<file path="src/design/hsms_pkg.sv">
// ----------------------------------------------------------------------------
// hsms_pkg
// types, codes and timing tables of the humidity sensor measure sequencer
// ----------------------------------------------------------------------------
package hsms_pkg;

    localparam int RESET_WAIT_MS  = 15;
    localparam int PERIOD_BASE_MS = 1000;

    localparam int WAIT_W     = 7;
    localparam int CYCLE_W    = 10;
    localparam int CONV_W     = 8;
    localparam int RATE_IDX_W = 3;
    localparam int CFG_IDX_W  = 2;
    localparam int CFG_DATA_W = 4;

    // input kinds
    localparam logic [1:0] KIND_TICK    = 2'd0;
    localparam logic [1:0] KIND_DONE    = 2'd1;
    localparam logic [1:0] KIND_COLLECT = 2'd2;
    localparam logic [1:0] KIND_RESET   = 2'd3;

    // bus requests
    localparam logic [1:0] REQ_NONE  = 2'd0;
    localparam logic [1:0] REQ_WRITE = 2'd1;
    localparam logic [1:0] REQ_READ  = 2'd2;

    // sensor commands
    localparam logic [7:0] CMD_NONE       = 8'h00;
    localparam logic [7:0] CMD_HUMID      = 8'hF5;
    localparam logic [7:0] CMD_TEMP       = 8'hF3;
    localparam logic [7:0] CMD_SOFT_RESET = 8'hFE;

    // sequencer states
    localparam logic [2:0] ST_PENDING = 3'd0;
    localparam logic [2:0] ST_IDLE    = 3'd1;
    localparam logic [2:0] ST_MEASURE = 3'd2;
    localparam logic [2:0] ST_RESET   = 3'd3;
    localparam logic [2:0] ST_OFF     = 3'd4;

    // awaited bus transaction
    localparam logic [1:0] OP_NONE    = 2'd0;
    localparam logic [1:0] OP_RESET   = 2'd1;
    localparam logic [1:0] OP_TRIGGER = 2'd2;
    localparam logic [1:0] OP_READ    = 2'd3;

    // register indexes
    localparam logic [CFG_IDX_W-1:0] CFG_ENABLE     = 2'd0;
    localparam logic [CFG_IDX_W-1:0] CFG_RATE       = 2'd1;
    localparam logic [CFG_IDX_W-1:0] CFG_RESOLUTION = 2'd2;

    localparam logic [CFG_DATA_W-1:0] RATE_MAX  = 4'd8;
    localparam logic [15:0]           WORD_MASK = 16'hFFFC;

    // conversion times in ms per resolution
    localparam logic [WAIT_W-1:0] HUMID_TIME [4] = '{7'd29, 7'd4, 7'd9, 7'd15};
    localparam logic [WAIT_W-1:0] TEMP_TIME  [4] = '{7'd85, 7'd22, 7'd43, 7'd11};

    // measurement period in ms, indexed by rate minus one
    localparam logic [CYCLE_W-1:0] PERIOD_TAB [8] = '{
        CYCLE_W'(PERIOD_BASE_MS / 1), CYCLE_W'(PERIOD_BASE_MS / 2),
        CYCLE_W'(PERIOD_BASE_MS / 3), CYCLE_W'(PERIOD_BASE_MS / 4),
        CYCLE_W'(PERIOD_BASE_MS / 5), CYCLE_W'(PERIOD_BASE_MS / 6),
        CYCLE_W'(PERIOD_BASE_MS / 7), CYCLE_W'(PERIOD_BASE_MS / 8)
    };

    typedef struct packed {
        logic [1:0]  kind;
        logic [15:0] data_word;
    } t_in_item;

    typedef struct packed {
        logic [1:0]  bus_request;
        logic [7:0]  command_byte;
        logic [2:0]  sensor_state;
        logic [15:0] temp_raw;
        logic        temp_valid;
        logic [15:0] humid_raw;
        logic        humid_valid;
    } t_out_item;

    typedef struct packed {
        logic               enable;
        logic               force_idle;
        logic [CYCLE_W-1:0] period;
        logic [1:0]         resolution;
    } t_cfg;

endpackage

</file>
<file path="src/design/humidity_sensor_measure_sequencer_top.sv">
// ----------------------------------------------------------------------------
// humidity_sensor_measure_sequencer_top
// measurement sequencer for a two-wire humidity/temperature sensor
// ----------------------------------------------------------------------------
// Usage:
//   input channel (i_in_valid/o_in_ready, i_in_item) carries events: a 1 ms
//   tick, a finished bus transaction with the two bytes read, a collect, or
//   a soft reset request. every input item yields exactly one result item on
//   the output channel (o_out_valid/i_out_ready, o_out_item): the bus request
//   to queue, the sensor state after the event and the latest raw words.
//   an item taken into the input register is processed in one pass and its
//   result is written to the result register when it advances. throughput
//   is one item per cycle while the receiver does not stall, set by the
//   combinational state update between the input and result registers.
//   a stalled receiver holds the result; the block still takes one more
//   item into its input register and stops taking items after that.
//   reset empties both registers, sets enable 1, rate 1, resolution 0 and
//   puts the sequencer in idle with the cycle countdown expired.
//   configuration writes (i_cfg_we, i_cfg_index, i_cfg_data) take effect at
//   once and must be made while no item is in flight; the block does not enforce this.
// ----------------------------------------------------------------------------
module humidity_sensor_measure_sequencer_top (
    input  logic                              i_clk,
    input  logic                              i_rst_n,
    input  logic                              i_in_valid,
    output logic                              o_in_ready,
    input  hsms_pkg::t_in_item                i_in_item,
    output logic                              o_out_valid,
    input  logic                              i_out_ready,
    output hsms_pkg::t_out_item               o_out_item,
    input  logic                              i_cfg_we,
    input  logic [hsms_pkg::CFG_IDX_W-1:0]    i_cfg_index,
    input  logic [hsms_pkg::CFG_DATA_W-1:0]   i_cfg_data
);

    logic                   r_in_valid;
    hsms_pkg::t_in_item     r_in_item;
    logic                   r_out_valid;
    hsms_pkg::t_out_item    r_out_item;
    logic                   advance;
    hsms_pkg::t_cfg         cfg;
    hsms_pkg::t_out_item    result;

    assign advance    = r_in_valid && (!r_out_valid || i_out_ready);
    assign o_in_ready = !r_in_valid || advance;

    hsms_cfg u_cfg (
        .i_clk       (i_clk),
        .i_rst_n     (i_rst_n),
        .i_cfg_we    (i_cfg_we),
        .i_cfg_index (i_cfg_index),
        .i_cfg_data  (i_cfg_data),
        .o_cfg       (cfg)
    );

    hsms_core u_core (
        .i_clk    (i_clk),
        .i_rst_n  (i_rst_n),
        .i_fire   (advance),
        .i_item   (r_in_item),
        .i_cfg    (cfg),
        .o_result (result)
    );

    always_ff @(posedge i_clk) begin
        if (!i_rst_n) begin
            r_in_valid <= 1'b0;
        end else if (o_in_ready) begin
            r_in_valid <= i_in_valid;
        end
    end

    always_ff @(posedge i_clk) begin
        if (o_in_ready && i_in_valid) begin
            r_in_item <= i_in_item;
        end
    end

    always_ff @(posedge i_clk) begin
        if (!i_rst_n) begin
            r_out_valid <= 1'b0;
        end else if (advance) begin
            r_out_valid <= 1'b1;
        end else if (i_out_ready) begin
            r_out_valid <= 1'b0;
        end
    end

    always_ff @(posedge i_clk) begin
        if (advance) begin
            r_out_item <= result;
        end
    end

    assign o_out_valid = r_out_valid;
    assign o_out_item  = r_out_item;

endmodule

</file>
<file path="src/design/hsms_cfg.sv">
// ----------------------------------------------------------------------------
// hsms_cfg
// configuration registers, rate clamp and period lookup
// ----------------------------------------------------------------------------
module hsms_cfg (
    input  logic                              i_clk,
    input  logic                              i_rst_n,
    input  logic                              i_cfg_we,
    input  logic [hsms_pkg::CFG_IDX_W-1:0]    i_cfg_index,
    input  logic [hsms_pkg::CFG_DATA_W-1:0]   i_cfg_data,
    output hsms_pkg::t_cfg                    o_cfg
);

    logic                              r_enable;
    logic [hsms_pkg::RATE_IDX_W-1:0]   r_rate_idx;
    logic [1:0]                        r_resolution;
    logic                              force_idle;

    // re-enabling from disabled kicks the sequencer back to idle
    assign force_idle = i_cfg_we && (i_cfg_index == hsms_pkg::CFG_ENABLE) &&
                        i_cfg_data[0] && !r_enable;

    always_ff @(posedge i_clk) begin
        if (!i_rst_n) begin
            r_enable     <= 1'b1;
            r_rate_idx   <= '0;
            r_resolution <= 2'd0;
        end else if (i_cfg_we) begin
            unique case (i_cfg_index)
                hsms_pkg::CFG_ENABLE: begin
                    r_enable <= i_cfg_data[0];
                end
                hsms_pkg::CFG_RATE: begin
                    // zero keeps the old rate
                    if (i_cfg_data != '0) begin
                        if (i_cfg_data > hsms_pkg::RATE_MAX) begin
                            r_rate_idx <= hsms_pkg::RATE_IDX_W'(hsms_pkg::RATE_MAX - 4'd1);
                        end else begin
                            r_rate_idx <= hsms_pkg::RATE_IDX_W'(i_cfg_data - 4'd1);
                        end
                    end
                end
                hsms_pkg::CFG_RESOLUTION: begin
                    r_resolution <= i_cfg_data[1:0];
                end
                default: begin
                end
            endcase
        end
    end

    assign o_cfg.enable     = r_enable;
    assign o_cfg.force_idle = force_idle;
    assign o_cfg.period     = hsms_pkg::PERIOD_TAB[r_rate_idx];
    assign o_cfg.resolution = r_resolution;

endmodule

</file>
<file path="src/design/hsms_core.sv">
// ----------------------------------------------------------------------------
// hsms_core
// sequencer state and the single-pass update for one item
// ----------------------------------------------------------------------------
module hsms_core (
    input  logic                  i_clk,
    input  logic                  i_rst_n,
    input  logic                  i_fire,
    input  hsms_pkg::t_in_item    i_item,
    input  hsms_pkg::t_cfg        i_cfg,
    output hsms_pkg::t_out_item   o_result
);

    logic [2:0]                     r_state, n_state;
    logic [1:0]                     r_op, n_op;
    logic                           r_lwh, n_lwh;
    logic [hsms_pkg::WAIT_W-1:0]    r_wait, n_wait;
    logic [hsms_pkg::CYCLE_W-1:0]   r_cycle, n_cycle;
    logic [15:0]                    r_temp, n_temp;
    logic [15:0]                    r_humid, n_humid;
    logic                           r_has_t, n_has_t;
    logic                           r_has_h, n_has_h;

    logic [1:0]                     req;
    logic [7:0]                     cmd;
    logic                           tv, hv;
    logic [hsms_pkg::CONV_W-1:0]    conv;
    logic [hsms_pkg::CYCLE_W-1:0]   conv_ext;
    logic [hsms_pkg::CYCLE_W-1:0]   delay;

    // pause between pairs: period minus both conversion times, floored at zero
    assign conv = hsms_pkg::CONV_W'(hsms_pkg::HUMID_TIME[i_cfg.resolution]) +
                  hsms_pkg::CONV_W'(hsms_pkg::TEMP_TIME[i_cfg.resolution]);
    assign conv_ext = hsms_pkg::CYCLE_W'(conv);
    assign delay = (i_cfg.period > conv_ext) ? (i_cfg.period - conv_ext) : '0;

    always_comb begin
        n_state = r_state;
        n_op    = r_op;
        n_lwh   = r_lwh;
        n_wait  = r_wait;
        n_cycle = r_cycle;
        n_temp  = r_temp;
        n_humid = r_humid;
        n_has_t = r_has_t;
        n_has_h = r_has_h;
        req     = hsms_pkg::REQ_NONE;
        cmd     = hsms_pkg::CMD_NONE;
        tv      = 1'b0;
        hv      = 1'b0;
        case (i_item.kind)
            hsms_pkg::KIND_TICK: begin
                if (r_cycle != '0) begin
                    n_cycle = r_cycle - 1'b1;
                end
                if ((r_state == hsms_pkg::ST_MEASURE || r_state == hsms_pkg::ST_RESET) &&
                    r_wait != '0) begin
                    n_wait = r_wait - 1'b1;
                end
                // decisions use the counts after this tick
                unique case (r_state)
                    hsms_pkg::ST_IDLE: begin
                        if (n_cycle == '0) begin
                            if (i_cfg.enable) begin
                                if (r_lwh) begin
                                    cmd    = hsms_pkg::CMD_TEMP;
                                    n_wait = hsms_pkg::TEMP_TIME[i_cfg.resolution];
                                    n_lwh  = 1'b0;
                                end else begin
                                    cmd    = hsms_pkg::CMD_HUMID;
                                    n_wait = hsms_pkg::HUMID_TIME[i_cfg.resolution];
                                    n_lwh  = 1'b1;
                                end
                                req     = hsms_pkg::REQ_WRITE;
                                n_state = hsms_pkg::ST_PENDING;
                                n_op    = hsms_pkg::OP_TRIGGER;
                            end else begin
                                n_state = hsms_pkg::ST_OFF;
                            end
                        end
                    end
                    hsms_pkg::ST_MEASURE: begin
                        if (n_wait == '0) begin
                            req     = hsms_pkg::REQ_READ;
                            n_state = hsms_pkg::ST_PENDING;
                            n_op    = hsms_pkg::OP_READ;
                            if (r_lwh) begin
                                n_cycle = delay;
                            end
                        end
                    end
                    hsms_pkg::ST_RESET: begin
                        if (n_wait == '0) begin
                            n_state = hsms_pkg::ST_IDLE;
                        end
                    end
                    default: begin
                    end
                endcase
            end
            hsms_pkg::KIND_DONE: begin
                unique case (r_op)
                    hsms_pkg::OP_RESET: begin
                        n_state = hsms_pkg::ST_RESET;
                        n_wait  = hsms_pkg::WAIT_W'(hsms_pkg::RESET_WAIT_MS);
                    end
                    hsms_pkg::OP_TRIGGER: begin
                        n_state = hsms_pkg::ST_MEASURE;
                    end
                    hsms_pkg::OP_READ: begin
                        if (r_lwh) begin
                            n_humid = i_item.data_word & hsms_pkg::WORD_MASK;
                            n_has_h = 1'b1;
                        end else begin
                            n_temp  = i_item.data_word & hsms_pkg::WORD_MASK;
                            n_has_t = 1'b1;
                        end
                        n_state = hsms_pkg::ST_IDLE;
                    end
                    default: begin
                    end
                endcase
                n_op = hsms_pkg::OP_NONE;
            end
            hsms_pkg::KIND_COLLECT: begin
                tv      = r_has_t;
                hv      = r_has_h;
                n_has_t = 1'b0;
                n_has_h = 1'b0;
            end
            default: begin
                req     = hsms_pkg::REQ_WRITE;
                cmd     = hsms_pkg::CMD_SOFT_RESET;
                n_state = hsms_pkg::ST_PENDING;
                n_op    = hsms_pkg::OP_RESET;
            end
        endcase
    end

    always_ff @(posedge i_clk) begin
        if (!i_rst_n) begin
            r_state <= hsms_pkg::ST_IDLE;
            r_op    <= hsms_pkg::OP_NONE;
            r_lwh   <= 1'b0;
            r_wait  <= '0;
            r_cycle <= '0;
            r_temp  <= '0;
            r_humid <= '0;
            r_has_t <= 1'b0;
            r_has_h <= 1'b0;
        end else begin
            if (i_cfg.force_idle) begin
                r_state <= hsms_pkg::ST_IDLE;
            end else if (i_fire) begin
                r_state <= n_state;
            end
            if (i_fire) begin
                r_op    <= n_op;
                r_lwh   <= n_lwh;
                r_wait  <= n_wait;
                r_cycle <= n_cycle;
                r_temp  <= n_temp;
                r_humid <= n_humid;
                r_has_t <= n_has_t;
                r_has_h <= n_has_h;
            end
        end
    end

    assign o_result.bus_request  = req;
    assign o_result.command_byte = cmd;
    assign o_result.sensor_state = n_state;
    assign o_result.temp_raw     = n_temp;
    assign o_result.temp_valid   = tv;
    assign o_result.humid_raw    = n_humid;
    assign o_result.humid_valid  = hv;

endmodule

</file>
<file path="config.mk">
export PLATFORM = sky130hd
export DESIGN_NAME = humidity_sensor_measure_sequencer_top
export DESIGN_NICKNAME = d
export VERILOG_FILES = /design/src/design/hsms_pkg.sv /design/src/design/humidity_sensor_measure_sequencer_top.sv /design/src/design/hsms_cfg.sv /design/src/design/hsms_core.sv
export SDC_FILE = /design/constraint.sdc
export NUM_CORES = 1
export LEC_CHECK = 0
export ABC_CLOCK_PERIOD_IN_PS = 3360
export BUFFER_PORTS_ARGS = -buffer_cell sky130_fd_sc_hd__buf_2
export CELL_PAD_IN_SITES_DETAIL_PLACEMENT = 1
export CELL_PAD_IN_SITES_GLOBAL_PLACEMENT = 2
export CORE_ASPECT_RATIO = 1.5
export CORE_MARGIN = 1
export CORE_UTILIZATION = 37
export DETAILED_ROUTE_END_ITERATION = 16
export HOLD_SLACK_MARGIN = 0.06
export PLACE_DENSITY = 0.9
export SETUP_SLACK_MARGIN = 0.15
export SYNTH_ARGS = -nofsm -noshare
export SYNTH_HDL_FRONTEND = slang
export SYNTH_SLANG_ARGS = --single-unit
</file>
<file path="constraint.sdc">
create_clock -name i_clk -period 3.36 [get_ports i_clk]
set_clock_uncertainty 0.05 [all_clocks]
set_input_delay 0.336 -clock i_clk [delete_from_list [all_inputs] [get_ports i_clk]]
set_output_delay 0.336 -clock i_clk [all_outputs]
set_load 0.05 [all_outputs]
</file>
* After elaboration in Yosys (flattened, before gate mapping)
Memory sizes are Yosys's and may differ from the RTL's.
Cells that the tools add are included.
** Word-level totals
- Output and inout port bits :: 49
- Memories kept :: 1
- Word-level logic and storage cells :: 148
- Bits of input ports :: 29
- Memory bits (read-only) :: 80
- Flip-flop bits (word level) :: 130
** Cells by class
- Bitwise logic cells :: 4
- Reductions and logical operators :: 33
- Add/subtract/negate cells :: 5
- Equality and inequality tests :: 18
- Multiplexer cells :: 60
- Magnitude comparators :: 4
** Memories
- (name not given) :: words 8, width 10, read ports 1, clocked after memory_dff 0, wr ports 0, RTL line hsms_cfg.sv:54 : assign o_cfg.period = hsms_pkg::PERIOD_TAB[r_rate_idx];
** Operators with widths (count)
- 2-to-1 mux 16 bit :: 6
- 2-to-1 mux 10 bit :: 8
- 2-to-1 mux 7 bit :: 11
- binary-select mux 7 bit (select 2 bit) :: 2
- one-hot mux 3 bit (3 select lines) :: 3
- 2-to-1 mux 8 bit :: 3
- 2-to-1 mux 3 bit :: 6
- one-hot mux 8 bit (2 select lines) :: 1
- one-hot mux 7 bit (2 select lines) :: 1
- one-hot mux 2 bit (2 select lines) :: 3
- greater-than comparator 10 x 8 -> 1 bit :: 1
- logical NOT 10 bit :: 1
- 2-to-1 mux 2 bit :: 5
- nonzero test 10 bit :: 1
- subtractor 10 x 1 -> 10 bit (second input constant) :: 1
- subtractor 10 x 8 -> 10 bit :: 1
- adder 7 x 7 -> 8 bit :: 1
- equality test 2 bit (second input constant) :: 4
- 2-to-1 mux 1 bit :: 8
- AND reduction 4 bit :: 2
- logical NOT 7 bit :: 1
- nonzero test 7 bit :: 1
- subtractor 7 x 1 -> 7 bit (second input constant) :: 1
- equality test 2 x 1 -> 1 bit (second input constant) :: 3
- 26 further kinds :: 49

* Longest topological paths before layout
- Depth in word-level cells :: 10
- Depth in mapped cells :: 12
- Gate-level depth less buffers :: 12

* By module
A second synthesis with hierarchy kept.
** Second synthesis, totals
- Cell total of the unflattened synthesis :: 660
- Area total of the unflattened synthesis :: 6576.3 um^2
** By module, submodules not included
- hsms_core :: cells each 527, sequential area each 1141.1 um^2, area each 4045.1 um^2, instances 1
- humidity_sensor_measure_sequencer_top :: cells each 74, sequential area each 1991.9 um^2, area each 2055.7 um^2, instances 1
- hsms_cfg :: cells each 59, sequential area each 120.1 um^2, area each 475.5 um^2, instances 1

* Worst setup path after synthesis
No wires, ideal clock.
- Path type :: register to register
- From :: register r_out_valid, in the netlist o_out_valid
- To :: register u_core.r_cycle[6] in the netlist's numbering
- Cell stages (with the launch flop) :: 8
- Required time :: 3178 ps
- Path slack :: 202 ps
- Library setup time :: 132 ps
- Clock period less this slack :: 3158 ps
- Arrival time :: 2976 ps
- Buffers on the path :: 0
- Cell sequence :: dfxtp_1 > nand2b_1 > nand2_1 > clkinv_1 > nand2_1 > nor3_1 > a221oi_1 > a21oi_1
** Between the ends
- Longest elaborated chain between the ends :: 4
** Ends and longest elaborated chain
- start, declared :: RTL line humidity_sensor_measure_sequencer_top.sv:38 : logic r_out_valid;
- start signal, assigned :: RTL line humidity_sensor_measure_sequencer_top.sv:81 : r_out_valid <= 1'b0;
- start signal, assigned :: RTL line humidity_sensor_measure_sequencer_top.sv:83 : r_out_valid <= 1'b1;
- start signal, assigned :: RTL line humidity_sensor_measure_sequencer_top.sv:85 : r_out_valid <= 1'b0;
- logical NOT 1 bit :: RTL line humidity_sensor_measure_sequencer_top.sv:44 : assign advance = r_in_valid && (!r_out_valid || i_out_ready);
- logical OR 1 bit :: RTL line humidity_sensor_measure_sequencer_top.sv:44
- logical AND 1 bit :: RTL line humidity_sensor_measure_sequencer_top.sv:44
- via advance :: RTL line humidity_sensor_measure_sequencer_top.sv:40 : logic advance;
- AND reduction 2 bit (no source line)
- end signal, assigned :: RTL line hsms_core.sv:161 : r_cycle <= n_cycle;
- end, declared :: RTL line hsms_core.sv:18 : logic [hsms_pkg::CYCLE_W-1:0] r_cycle, n_cycle;
The timed path passes the listed nets, and every way through them passes these cells.
A chain may end at the register's enable or synchronous reset.

==> reports/metrics.sh <==
FIRST_PASS_GRT_WIRE_LENGTH_UM=28520
TIMING.SETUP.TNS_NS=0
FIN_AREA_UM2=7722
SEQUENTIAL_CELL_AREA_UM2=3103
TRANSITION_TIME_AT_THE_PIN_WITH_THE_LEAST_SLEW_MARGIN_NS=0.9005
NUMBER_OF_DISTINCT_LIBRARY_CELLS_AFTER_SYNTHESIS=70
POSTROUTEANTENNANETS=0
SYNTH_AREA_PER_CELL_UM2=9.744
SYNTH.YOSYS.SEQ_AREA_SHARE=0.4803
DP_HPWL_UM=12470
DRIVE_GT1_FRAC=0.2199
ROUTED_WL_UM=17850
FIN_HOLD_WS_NS=0.1140
CP-START-KIND='register'
PER_CELL_ROUTED_WIRE_LENGTH_UM=18.32
SYNTH_CELLS=663
DESIGN_POWER_TOTAL_mW=3.977
TIMING.HOLD.WORST.CLASS='input port to register'
ASYNC_FLOP_SHARE=0
WORST-PATH-BUF-INV=2
SYN_TO_FINAL_GROWTH_PCT=19.54
CLOCK-ROOT-BUFFER='clkbuf_16'
R2R_END='o_out_item[36]'
GRT_MAX_DEGREE=52
CLOCK_PATH_BUFFERS=2
FINALSETUPVIOLCOUNT=0
FLOORPLAN.CORE_AREA_UM2=16910
DESIGN.PORTCOUNT=78
CP.ARRIVAL_NS=3.17
TOTAL_LEAKAGE_POWER_nW=3.039
PORT_BUFFERS=75
POST_CTS_BUFFERS=0
POST-ROUTE-PERIOD-UTIL=0.8769
RATIO_OF_ROUTED_VIAS_TO_STANDARD_CELLS=5.505
FIRSTDRTPASSITERS=4
YS.FLOP_TYPE='dfxtp_1'
CHIPWIDTH_UM=109.9
DETAILED_PLACE.AREA_UM2=6988
PATH_CELLS='inv_1 -> ha_1 -> nor3b_1 -> a21oi_1 -> nor4b_1 -> buf_4 -> o221ai_2 -> or4b_1 -> a21oi_1'
INITIAL_CORE_UTIL=0.3820
POST_SYNTH_MOST_FREQUENT_CELLS='98 x nand2_1, 65 x dfxtp_1, 64 x a21oi_1'
OUTCOME='finished, final reports clean'
VIAS_IN_THE_FIRST_GLOBAL_ROUTE=5640
YOSYSWARNINGCOUNT=0
SYNTH_SEQ_CELLS=125
RELSLEWSLACK=0.3997
WORST-R2R-SETUP-SLACK_NS=0.41
CAP_VIOL_MAX_COUNT=0
SYNTH.AREA.TOP_CELLS='edfxtp_1 28%, dfxtp_1 20%, nand2_1 5.7%'
CP_TOP_FAMILY='simple AND/OR/NAND/NOR gates'
WORSTSETUPENDPOINTTYPE='register'
AREA_ENCLOSED_BY_THE_DIE_BOUNDARY_UM2=18000
CRITICAL_PATH_MOST_COMMON_CELL='a21oi_1'
FINAL-HOLD-VIOLATION-COUNT=0
GRT_REMAINING_OVERFLOW=0
YOSYSMOSTFREQUENTCELL='nand2_1'
GP_CONGESTION=0.8953
YOSYS.AREA.TOP_TYPE_SHARE=0.2789
R2R-START='u_core.r_cycle[0]'
FINALNETCOUNT=802
POWER_DENSITY_nW_PER_UM2=515.1
DRT_ITER0_MARKERS=280
WORSTHOLDPATHCELLS=3
CRIT_PATH_START='u_core.r_cycle[0]'
CLOCK_SINK_COUNT=125
GRT_ANTENNA_BEFORE_REPAIR=0
FINAL.FILL_COUNT=1931
CLKTRANSATPATHREGS_NS=0.06
FLOORPLAN.ROWS=58
FINAL-MAX-SLEW-VIOLATION-COUNT=0
DETAIL_ROUTE.DRC_VIOLATIONS=0
MAX-VDD-IR-DROP_mV=0.5485
WP_DATA_REQUIRED_NS=3.58
HOLD_START='i_in_valid'
MULTIINPUTGATEAREA_UM2=3024
DELAY_OF_THE_SLOWEST_CRITICAL_PATH_STAGE_NS=0.53
CTS_INSERTED_BUFFERS=17
DR_TOTAL_VIAS=5362
TIMING.FMAX_MHz=339.4
SYNTH_AREA_LEADER_CELL='edfxtp_1'
POST-ROUTE-MIN-PERIOD_NS=2.946
NUMBER_OF_ENABLE_FLIP_FLOP_CELLS_AFTER_SYNTHESIS=60
H-TREE-DEPTH=4
CLOCK_LATENCY_NS=0.42
SYNTH_NETS=714
TIMING.SETUP.CRITICAL_PATH_CLASS='register to register'
FP.DIEH_UM=163.8
WORST_R2R_PATH_DEPTH=9
CTS_TREE='yes'
SLOWEST_STAGE='or4b_1'
GLOBALROUTETOTALUTIL=0.2098
DIODES_INSERTED=0
SYN-CELL-AREA_UM2=6460
CRITPATHMAXFANOUT=7
GRT_SETUP_UNREPAIRED='false'
WORSTHOLDENDPOINT='r_in_valid'
[worst max path at each step]
stage,slack [ns],endpoint,depth (start not counted)
5_1_grt,0.15,u_core.r_cycle[7],11
4_1_cts,0.15,u_core.r_cycle[7],9
2_1_floorplan,0.20,u_core.r_cycle[6],7
6_report,0.41,o_out_item[36],9
3_3_place_gp,0.13,u_core.r_cycle[9],11
3_5_place_dp,0.08,u_core.r_cycle[9],11
[cell type report]
type,instances,share of cell area
timing repair buffer,107,0.08490
sequential,125,0.4018
inverter,31,0.01507
clock inverter,13,0.01523
clock buffer,19,0.05736
multi-input combinational,469,0.3916
tap,210,0.03402
[registers in the layout, summed over array words and instances (netlist names), 2 cells and up]
signal,count
u_core.r_temp,16
u_core.r_state,3
u_core.r_op,2
u_cfg.r_resolution,2
u_core.r_wait,7
r_in_item,16
u_core.r_humid,16
o_out_item,44
u_cfg.r_rate_idx,3
u_core.r_cycle,10
[per-stage QoR]
step	setup WS (ns)	instances	utilization
floorplan	0.2018	663	-
global placement	0.1276	926	0.4133
detailed placement	0.08455	926	0.4133
CTS	0.1507	974	0.4560
global route	0.1520	974	0.4567
finish	0.4137	974	0.4567
[worst min-delay path: stages]
cell and delay, ns:
buf_2 0.09, a21oi_1 0.04, nor2_1 0.08
[placed cells by master (no fill, tap or decap), drive strengths merged, types with 19 or more instances in the layout]
master | Yosys | routed
nand2 | 98 | 98
buf | 9 | 91
a21oi | 64 | 64
clkbuf | 29 | 19
o21ai | 33 | 33
nor2 | 36 | 36
edfxtp | 60 | 60
mux2 | 31 | 31
inv | 29 | 32
ha | 22 | 22
dfxtp | 65 | 65
[metal layers]
metal  track usage  wire length [um]
met1        0.2142              6905
met2        0.3960              9685
met3       0.04405               615
met4       0.09758               638
met5             0                 0
[logic make-up after synthesis]
group / count (synthesis) / synth area share
adder cells (fa/ha/maj): 23 / 0.04416
buffers and inverters: 69 / 0.05365
multiplexers: 45 / 0.07573
XOR/XNOR: 6 / 0.008135
other: 2 / 0.001163
AO/OA/AOI/OAI: 167 / 0.1617
AND/OR/NAND/NOR: 226 / 0.1751
flip-flops: 125 / 0.4803
[timing repair]
action                                  CTS  global route
endpoints found under the setup margin    2             9
gates cloned                              0             0
hold buffers                             16             0
endpoints found under the hold margin    16             0
resized for setup                         1             5
[where the power goes]
| part | internal [mW] | switching (mW) |
|---|---|---|
| registers | 1.65 | 0.0435 |
| clock network | 1.04 | 0.701 |
| logic | 0.191 | 0.357 |
| total | 2.88 | 1.10 |
Note: power is estimated with default switching activity, not from simulation.
